`config.mk`:
```
export PLATFORM = sky130hd
export DESIGN_NAME = dmkv_ctrl
export DESIGN_NICKNAME = d
export VERILOG_FILES = /design/src/rtl/direct_mapped_kv_cache_assert.svh /design/src/rtl/dmkv_pkg.sv /design/src/rtl/dmkv_ctrl.sv
export SDC_FILE = /design/constraint.sdc
export NUM_CORES = 1
export LEC_CHECK = 0
export BUFFER_PORTS_ARGS = -buffer_cell sky130_fd_sc_hd__buf_2
export CAP_MARGIN = 20
export CORE_AREA = 4 4 221 223
export CTS_BUF_LIST = sky130_fd_sc_hd__clkbuf_4
export CTS_CLUSTER_DIAMETER = 30
export DETAILED_ROUTE_END_ITERATION = 8
export DIE_AREA = 0 0 225 227
export GPL_TIMING_DRIVEN = 0
export PLACE_DENSITY = 0.47
export SLEW_MARGIN = 20
export SYNTH_ARGS = -nofsm -noshare
export SYNTH_HDL_FRONTEND = slang
export SYNTH_SLANG_ARGS = --single-unit
```
`constraint.sdc`:
```
create_clock -name clk -period 8.25 [get_ports clk]
set_input_delay 1.2375 -clock clk [delete_from_list [all_inputs] [get_ports clk]]
set_output_delay 1.2375 -clock clk [all_outputs]
set_load 0.02 [all_outputs]
```
`src/rtl/direct_mapped_kv_cache_assert.svh`:
```
// Assertion macros for the direct-mapped key-value cache.
`ifndef DIRECT_MAPPED_KV_CACHE_ASSERT_SVH
`define DIRECT_MAPPED_KV_CACHE_ASSERT_SVH

`ifndef SYNTHESIS
`define DMKV_ASSERT(lbl, clk, rst_n, prop) \
    lbl: assert property (@(posedge clk) disable iff (!rst_n) prop) \
        else $error("dmkv assertion failed");
`define DMKV_ASSERT_NEXT(lbl, clk, rst_n, ante, cons) \
    lbl: assert property (@(posedge clk) disable iff (!rst_n) (ante) |=> (cons)) \
        else $error("dmkv assertion failed");
`else
`define DMKV_ASSERT(lbl, clk, rst_n, prop)
`define DMKV_ASSERT_NEXT(lbl, clk, rst_n, ante, cons)
`endif

`endif

```
`src/rtl/dmkv_pkg.sv`:
```
// Shared types and constants of the direct-mapped key-value cache.
package dmkv_pkg;

    localparam int SLOTS           = 1024;
    localparam int MAX_VALUE_BYTES = 256;
    localparam int WORDS_PER_SLOT  = (MAX_VALUE_BYTES + 7) / 8;

    localparam int KEY_W   = 64;
    localparam int DATA_W  = 64;
    localparam int LEN_W   = 9;
    localparam int WIDX_W  = 5;
    localparam int SLOT_W  = $clog2(SLOTS);
    localparam int WSEL_W  = $clog2(WORDS_PER_SLOT);
    localparam int VADDR_W = SLOT_W + WSEL_W;
    localparam int WCNT_W  = LEN_W - 2;

    localparam logic CMD_PUT = 1'b0;
    localparam logic CMD_GET = 1'b1;

    localparam logic STATUS_OK   = 1'b0;
    localparam logic STATUS_FAIL = 1'b1;

    typedef enum logic [1:0] {
        ST_CLEAR,
        ST_IDLE,
        ST_LOOKUP,
        ST_STREAM
    } state_t;

    typedef struct packed {
        logic [KEY_W-1:0] key;
        logic [LEN_W-1:0] length;
    } meta_t;

    typedef struct packed {
        logic              we;
        logic [SLOT_W-1:0] waddr;
        meta_t             wdata;
        logic              re;
        logic [SLOT_W-1:0] raddr;
    } meta_req_t;

    typedef struct packed {
        logic               we;
        logic [VADDR_W-1:0] waddr;
        logic [DATA_W-1:0]  wdata;
        logic               re;
        logic [VADDR_W-1:0] raddr;
    } val_req_t;

    // key * 31, kept to the slot bits (SLOTS is a power of two)
    function automatic logic [SLOT_W-1:0] slot_of(input logic [KEY_W-1:0] key);
        logic [SLOT_W+4:0] k;
        k = {5'b0, key[SLOT_W-1:0]};
        return SLOT_W'((k << 5) - k);
    endfunction

endpackage

```
`src/rtl/dmkv_ctrl.sv`:
```
// Control sequencer: clearing pass, put writes, get lookup and value streaming.
module dmkv_ctrl (
    input  logic                            clk,
    input  logic                            rst_n,
    input  logic                            start,
    input  logic                            command,
    input  logic [dmkv_pkg::KEY_W-1:0]      key,
    input  logic [dmkv_pkg::LEN_W-1:0]      length,
    input  logic [dmkv_pkg::WIDX_W-1:0]     word_index,
    input  logic [dmkv_pkg::DATA_W-1:0]     data_word,
    input  logic                            final_word,
    input  logic [dmkv_pkg::LEN_W-1:0]      capacity,
    input  dmkv_pkg::meta_t                 meta_rdata,
    input  logic [dmkv_pkg::DATA_W-1:0]     val_rdata,
    output logic                            busy,
    output logic                            strobe,
    output logic                            status,
    output logic [dmkv_pkg::DATA_W-1:0]     value_word,
    output logic [dmkv_pkg::WIDX_W-1:0]     out_index,
    output logic [dmkv_pkg::LEN_W-1:0]      stored_length,
    output logic                            last,
    output dmkv_pkg::meta_req_t             meta_req,
    output dmkv_pkg::val_req_t              val_req
);

    dmkv_pkg::state_t                   state_reg, state_next;
    logic [dmkv_pkg::SLOT_W-1:0]        clr_idx_reg, clr_idx_next;
    logic [dmkv_pkg::SLOT_W-1:0]        slot_reg, slot_next;
    logic [dmkv_pkg::KEY_W-1:0]         key_reg, key_next;
    logic [dmkv_pkg::LEN_W-1:0]         cap_reg, cap_next;
    logic [dmkv_pkg::WSEL_W-1:0]        emit_idx_reg, emit_idx_next;

    logic                               strobe_reg, strobe_next;
    logic                               status_reg, status_next;
    logic [dmkv_pkg::DATA_W-1:0]        value_word_reg, value_word_next;
    logic [dmkv_pkg::WIDX_W-1:0]        out_index_reg, out_index_next;
    logic [dmkv_pkg::LEN_W-1:0]         stored_length_reg, stored_length_next;
    logic                               last_reg, last_next;

    logic                               accept;
    logic                               put_ok;
    logic                               put_in_range;
    logic [dmkv_pkg::SLOT_W-1:0]        slot_in;
    logic                               hit;
    logic [dmkv_pkg::WCNT_W-1:0]        word_count;
    logic                               last_word;
    logic [2:0]                         tail;
    logic [dmkv_pkg::DATA_W-1:0]        masked_word;

    assign busy    = (state_reg != dmkv_pkg::ST_IDLE);
    assign accept  = start && (state_reg == dmkv_pkg::ST_IDLE);
    assign slot_in = dmkv_pkg::slot_of(key);
    assign put_ok  = ({1'b0, length} <= (dmkv_pkg::LEN_W + 1)'(dmkv_pkg::MAX_VALUE_BYTES));
    assign put_in_range = (32'(word_index) < dmkv_pkg::WORDS_PER_SLOT);

    assign hit = (meta_rdata.key == key_reg) && (meta_rdata.length != '0)
              && (cap_reg >= meta_rdata.length);

    // words of the stored value, rounded up
    assign word_count = dmkv_pkg::WCNT_W'(((dmkv_pkg::LEN_W + 1)'(meta_rdata.length)
                                           + (dmkv_pkg::LEN_W + 1)'(7)) >> 3);
    assign last_word  = ((dmkv_pkg::WCNT_W'(emit_idx_reg) + dmkv_pkg::WCNT_W'(1)) == word_count);
    assign tail       = meta_rdata.length[2:0];

    // zero the bytes past the stored length on a partial final word
    always_comb
    begin
        masked_word = val_rdata;
        for (int b = 0; b < 8; b++)
        begin
            if (last_word && (tail != 3'd0) && (3'(b) >= tail))
            begin
                masked_word[b*8 +: 8] = 8'h00;
            end
        end
    end

    always_comb
    begin
        state_next = state_reg;
        unique case (state_reg)
            dmkv_pkg::ST_CLEAR:
            begin
                if (clr_idx_reg == dmkv_pkg::SLOT_W'(dmkv_pkg::SLOTS - 1))
                begin
                    state_next = dmkv_pkg::ST_IDLE;
                end
            end
            dmkv_pkg::ST_IDLE:
            begin
                if (accept && (command == dmkv_pkg::CMD_GET))
                begin
                    state_next = dmkv_pkg::ST_LOOKUP;
                end
            end
            dmkv_pkg::ST_LOOKUP:
            begin
                if (hit && !last_word)
                begin
                    state_next = dmkv_pkg::ST_STREAM;
                end
                else
                begin
                    state_next = dmkv_pkg::ST_IDLE;
                end
            end
            dmkv_pkg::ST_STREAM:
            begin
                if (last_word)
                begin
                    state_next = dmkv_pkg::ST_IDLE;
                end
            end
            default:
            begin
                state_next = dmkv_pkg::ST_IDLE;
            end
        endcase
    end

    always_comb
    begin
        clr_idx_next       = clr_idx_reg;
        slot_next          = slot_reg;
        key_next           = key_reg;
        cap_next           = cap_reg;
        emit_idx_next      = emit_idx_reg;
        strobe_next        = 1'b0;
        status_next        = dmkv_pkg::STATUS_OK;
        value_word_next    = '0;
        out_index_next     = '0;
        stored_length_next = '0;
        last_next          = 1'b1;
        meta_req           = '0;
        val_req            = '0;

        unique case (state_reg)
            dmkv_pkg::ST_CLEAR:
            begin
                meta_req.we    = 1'b1;
                meta_req.waddr = clr_idx_reg;
                clr_idx_next   = clr_idx_reg + dmkv_pkg::SLOT_W'(1);
            end
            dmkv_pkg::ST_IDLE:
            begin
                if (accept && (command == dmkv_pkg::CMD_PUT))
                begin
                    val_req.we    = put_ok && put_in_range;
                    val_req.waddr = {slot_in, dmkv_pkg::WSEL_W'(word_index)};
                    val_req.wdata = data_word;
                    if (final_word)
                    begin
                        strobe_next          = 1'b1;
                        status_next          = put_ok ? dmkv_pkg::STATUS_OK
                                                      : dmkv_pkg::STATUS_FAIL;
                        meta_req.we          = put_ok;
                        meta_req.waddr       = slot_in;
                        meta_req.wdata.key   = key;
                        meta_req.wdata.length = length;
                    end
                end
                else if (accept)
                begin
                    // fetch the slot header and the first value word together
                    meta_req.re   = 1'b1;
                    meta_req.raddr = slot_in;
                    val_req.re    = 1'b1;
                    val_req.raddr = {slot_in, dmkv_pkg::WSEL_W'(0)};
                    slot_next     = slot_in;
                    key_next      = key;
                    cap_next      = capacity;
                    emit_idx_next = '0;
                end
            end
            dmkv_pkg::ST_LOOKUP,
            dmkv_pkg::ST_STREAM:
            begin
                if (hit || (state_reg == dmkv_pkg::ST_STREAM))
                begin
                    strobe_next        = 1'b1;
                    value_word_next    = masked_word;
                    out_index_next     = dmkv_pkg::WIDX_W'(emit_idx_reg);
                    stored_length_next = meta_rdata.length;
                    last_next          = last_word;
                    val_req.re         = 1'b1;
                    val_req.raddr      = {slot_reg, emit_idx_reg + dmkv_pkg::WSEL_W'(1)};
                    emit_idx_next      = emit_idx_reg + dmkv_pkg::WSEL_W'(1);
                end
                else
                begin
                    strobe_next = 1'b1;
                    status_next = dmkv_pkg::STATUS_FAIL;
                end
            end
            default:
            begin
                strobe_next = 1'b0;
            end
        endcase
    end

    always_ff @(posedge clk or negedge rst_n)
    begin
        if (!rst_n)
        begin
            state_reg   <= dmkv_pkg::ST_CLEAR;
            clr_idx_reg <= '0;
            strobe_reg  <= 1'b0;
        end
        else
        begin
            state_reg   <= state_next;
            clr_idx_reg <= clr_idx_next;
            strobe_reg  <= strobe_next;
        end
    end

    always_ff @(posedge clk)
    begin
        slot_reg          <= slot_next;
        key_reg           <= key_next;
        cap_reg           <= cap_next;
        emit_idx_reg      <= emit_idx_next;
        status_reg        <= status_next;
        value_word_reg    <= value_word_next;
        out_index_reg     <= out_index_next;
        stored_length_reg <= stored_length_next;
        last_reg          <= last_next;
    end

    assign strobe        = strobe_reg;
    assign status        = status_reg;
    assign value_word    = value_word_reg;
    assign out_index     = out_index_reg;
    assign stored_length = stored_length_reg;
    assign last          = last_reg;

endmodule

```
== Word-level counts from Yosys, hierarchy flattened ==
Cells that the tools add are included.

* Register bits after elaboration: 181

* $add $sub $neg: 5
* Order comparisons: 10
* Equal/unequal tests: 13
* Multiplexer cells: 29
* Bitwise operators: 4
* Reduce and logical (&&, ||, !) cells: 34

{| class="wikitable"
|+ Operators with widths
! operator !! count
|-
| 84-bit two-way mux || 3
|-
| 80-bit two-way mux || 2
|-
| 64-bit == test || 1
|-
| 16-bit two-way mux || 3
|-
| 16-bit one-hot mux with 2 select lines || 1
|-
| 3-bit OR reduction || 8
|-
| 11-bit two-way mux || 2
|-
| 11-bit one-hot mux with 2 select lines || 1
|-
| 1-bit logical AND || 15
|-
| 5-bit two-way mux || 3
|-
| 3-bit greater-or-equal comparator (first input constant) || 4
|-
| 10-bit by 1-bit adder with 10-bit output (second input constant) || 1
|-
| 9-bit by 3-bit adder with 10-bit output (second input constant) || 1
|-
| 10-bit == test (second input constant) || 1
|-
| 2-bit != test (second input constant) || 5
|-
| 5-bit one-hot mux with 2 select lines || 1
|-
| 10-bit subtractor || 1
|-
| 9-bit greater-or-equal comparator || 1
|-
| 9-bit <= comparator (second input constant) || 1
|-
| 9-bit nonzero test || 1
|-
| 2-bit two-way mux || 4
|-
| 2-bit one-hot mux with 4 select lines || 1
|-
| 6-bit by 7-bit == test with 1-bit output || 1
|-
| 5-bit by 1-bit adder with 6-bit output (second input constant) || 1
|-
| 18 further kinds || 32
|}

== Longest topological paths before layout ==
* Word-level depth: 6
* Depth in mapped cells: 12

== Worst setup path after synthesis ==
OpenSTA, ideal clock, no wires.

* Kind: input port to output port
* Start: input port start
* End: output port val_req[13] (netlist bit)
* Arrival: 3.935 ns
* Slack: 3.078 ns
* Stages: 4
* Path through: nand3_1 -> inv_1 -> nand2_1 -> a21oi_1

{| class="wikitable"
|+ RTL lines
! what !! RTL line !! source
|-
| start, declared || dmkv_ctrl.sv:5 || <nowiki>input logic start,</nowiki>
|-
| end, declared || dmkv_ctrl.sv:23 || <nowiki>output dmkv_pkg::val_req_t val_req</nowiki>
|}

==> results_dict.tcl <==
set metrics [dict create \
    cp-startpoint "meta_rdata[2]" \
    fin_crit_sh_pct 70.7 \
    cp_max_fo 10 \
    synth_top_cell_by_area "edfxtp_1" \
    synth_top_cells_by_count "and2_1 (128), edfxtp_1 (87), dfxtp_1 (80)" \
    port-buffer-count 564 \
    worst_slew_margin_rel_pct 28.1 \
    dominantRegCellSynth "edfxtp_1" \
    grt_use_total_pct 16.5 \
    finalMaxSlewViolations 0 \
    cts_max_level 4 \
    hpwl_um 37200 \
    start_util_pct 18.2 \
    worstMarginPinSlew_ns 1.07 \
    place.gp.congestion 0.911 \
    period_minus_slack_ns 5.83 \
    post-cts-setup-buffers 0 \
    post_cts_resize_count 0 \
    synth_enable_flop_cells 87 \
    finish.utilization_pct 26.6 \
    global_route.usage.met3_pct 5.03 \
    insertion_delay_ns 0.75 \
    final_hold_viol_count 0 \
    fp.dieArea_um2 51100 \
    route.final.wire_length_um 43700 \
    max_clock_freq_ghz 0.172 \
    worst_ir_drop_vdd_mv 0.132 \
    flip_flop_count_of_the_largest_register_after_layout 64 \
    worst_clock_skew_on_the_final_layout_ns 0.0439 \
    grt_antenna_before_repair 7 \
    wire_length_of_the_first_global_routing_pass_um 59500 \
    setup_total_negative_slack_ns 0 \
    cts.root.buffer_cell "clkbuf_4" \
    timing_worst_setup_path_type "in2out" \
    critical_path_start_type "input pin" \
    power_density_nw_per_um2 223 \
    vias_per_cell 4.13 \
    cp-end-kind "output port" \
    cts.hold.buffers_added 0 \
    grt_start_max_net_pins 73 \
    ys_seq_elements 180 \
    floorplan.io_pins 566 \
    cellLeakagePower_nw 6.29 \
    detail_route.drc_violations 0 \
    cts_max_path_buffers 2 \
    r2r-start "cap_reg[2]$_DFFE_PP_" \
    antenna_left 0 \
    routedWlPerCell_um 21.8 \
    via_count 8305 \
    dieHeight_um 227 \
    drt-initial-drc-count 473 \
    finalNetCount 1698 \
    place_worst_setup_slack_ns 2.25 \
    grtUsageMet1_pct 18.2 \
    met2_usage_pct 29.5 \
    synthCells 799 \
    synth.yosys.seq_area_share_pct 53.5 \
    synthDominantCellAreaShare_pct 30.8 \
    clock_sinks 180 \
    syn_area_um2 8480 \
    total_power_w 0.00276 \
    core_area_um2 46600 \
    first_global_vias 8422 \
    synth_async_sr_flop_share_pct 7.22 \
    run_status "finished clean" \
    r2r_setup_slack_ns 4.57 \
    cts_made_buffers 17 \
    final_layout_size_suffix_gt1_share_pct 44.3 \
    placement.cell_area_um2 12100 \
    critPathRequiredTime_ns 7.01 \
    hp-class "in2async" \
    setup_viol 0 \
    netlist_top_cells_area "edfxtp_1 (31%), dfxtp_1 (19%), and2_1 (9.4%)" \
    worst_setup_hold_path_clk_slew_ns 0.20 \
    grt_residual_overflow 0 \
    syn-num-nets 1114 \
    syn_to_final_growth_pct 46.0 \
    synth_cell_type_count 56 \
    drt_pre_antenna_iters 5 \
    grt-busiest-layer "met2" \
    cts_tree "yes" \
    synth_warnings 0 \
    rsz0062_at_grt "no" \
    synth_most_common_cell "and2_1" \
    avgSynthCellArea_um2 10.6 \
    cp_data_arrival_time_ns 4.59 \
    die-width_um 225 \
    postLayoutSetupSlackWorst_ns 2.42 \
    std_cell_rows 79 \
    design_area_um2 12400 \
    cap_viol_max_count 0 \
]
-- cell type report --
cell class	count	area [um2]
fill	5140	34200
sequential	180	4540
multi-input combinational	545	3660
timing repair buffer	565	2850
tap	607	759
inverter	40	155
clock inverter	15	143
buffer	34	134
clock buffer	17	128
antenna	6	15.0
-- critical path: stages --
cell and delay (ns):
buf_2 0.17, inv_1 0.16, ha_1 0.33, nand2_1 0.05, o21ai_0 0.17, a31oi_1 0.11
o41a_1 0.36, nor4_2 0.59, a21oi_2 0.34, clkbuf_1 0.34, nand2b_1 0.23, a21oi_1 0.27
buf_2 0.23
-- cell families after synthesis --
kind of cell | after synthesis | share of synthesized area (%)
compound gates | 66 | 5.63
xor+xnor | 90 | 9.54
fa+ha+maj | 22 | 3.24
buf+inv | 74 | 3.35
flops | 180 | 53.5
mux | 3 | 0.369
simple gates | 364 | 24.4
-- path summary, 6_finish.rpt --
check | end | cells past startpoint
worst max-delay path | val_req[10] | 13
worst min register to register | clr_idx_reg[5]$_DFFE_PN0P_ | 1
max in group asynchronous | state_reg[1]$_DFFE_PN0P_ | 1
worst max register to register | emit_idx_reg[0]$_SDFFCE_PP0P_ | 9
min in group clk | clr_idx_reg[5]$_DFFE_PN0P_ | 1
worst min-delay path | clr_idx_reg[1]$_DFFE_PN0P_ | 1
-- power by group --
group / total [W] / internal, W / leakage [nW] / switching, W
clock network: 0.000513 / 0.000133 / 0.150 / 0.000379
logic: 0.00109 / 0.000372 / 4.52 / 0.000723
registers: 0.00116 / 0.00109 / 1.62 / 0.0000656
-- cell usage in the layout (no fill, tap or decap), types with 13 or more instances in the layout --
master / synthesis / layout
nor2b_1: 14 / 14
and2_1: 128 / 128
xnor2_1: 67 / 67
and3_1: 71 / 71
clkbuf_4: 0 / 17
dfrtp_1: 13 / 13
nor2_1: 49 / 49
nand4_1: 18 / 18
clkbuf_1: 28 / 28
nand2_1: 34 / 34
buf_2: 4 / 568
edfxtp_1: 87 / 87
ha_1: 22 / 22
xor2_1: 21 / 21
a21oi_1: 19 / 19
dfxtp_1: 80 / 80
inv_1: 40 / 39
-- through the flow --
step                      instances  hold WS [ns]
after floorplan                 799         0.455
after global placement         1970         0.477
after detailed placement       1971         0.480
after CTS                      2003         0.261
after global routing           2007         0.276
final                          2009         0.356
-- metal layers --
layer	vias up	wire length (um)
met4	0	1560
met1	3933	16500
met5	-	0
li1	3889	-
met3	58	3430
met2	425	22200
Note: power is estimated with default switching activity, not from simulation.
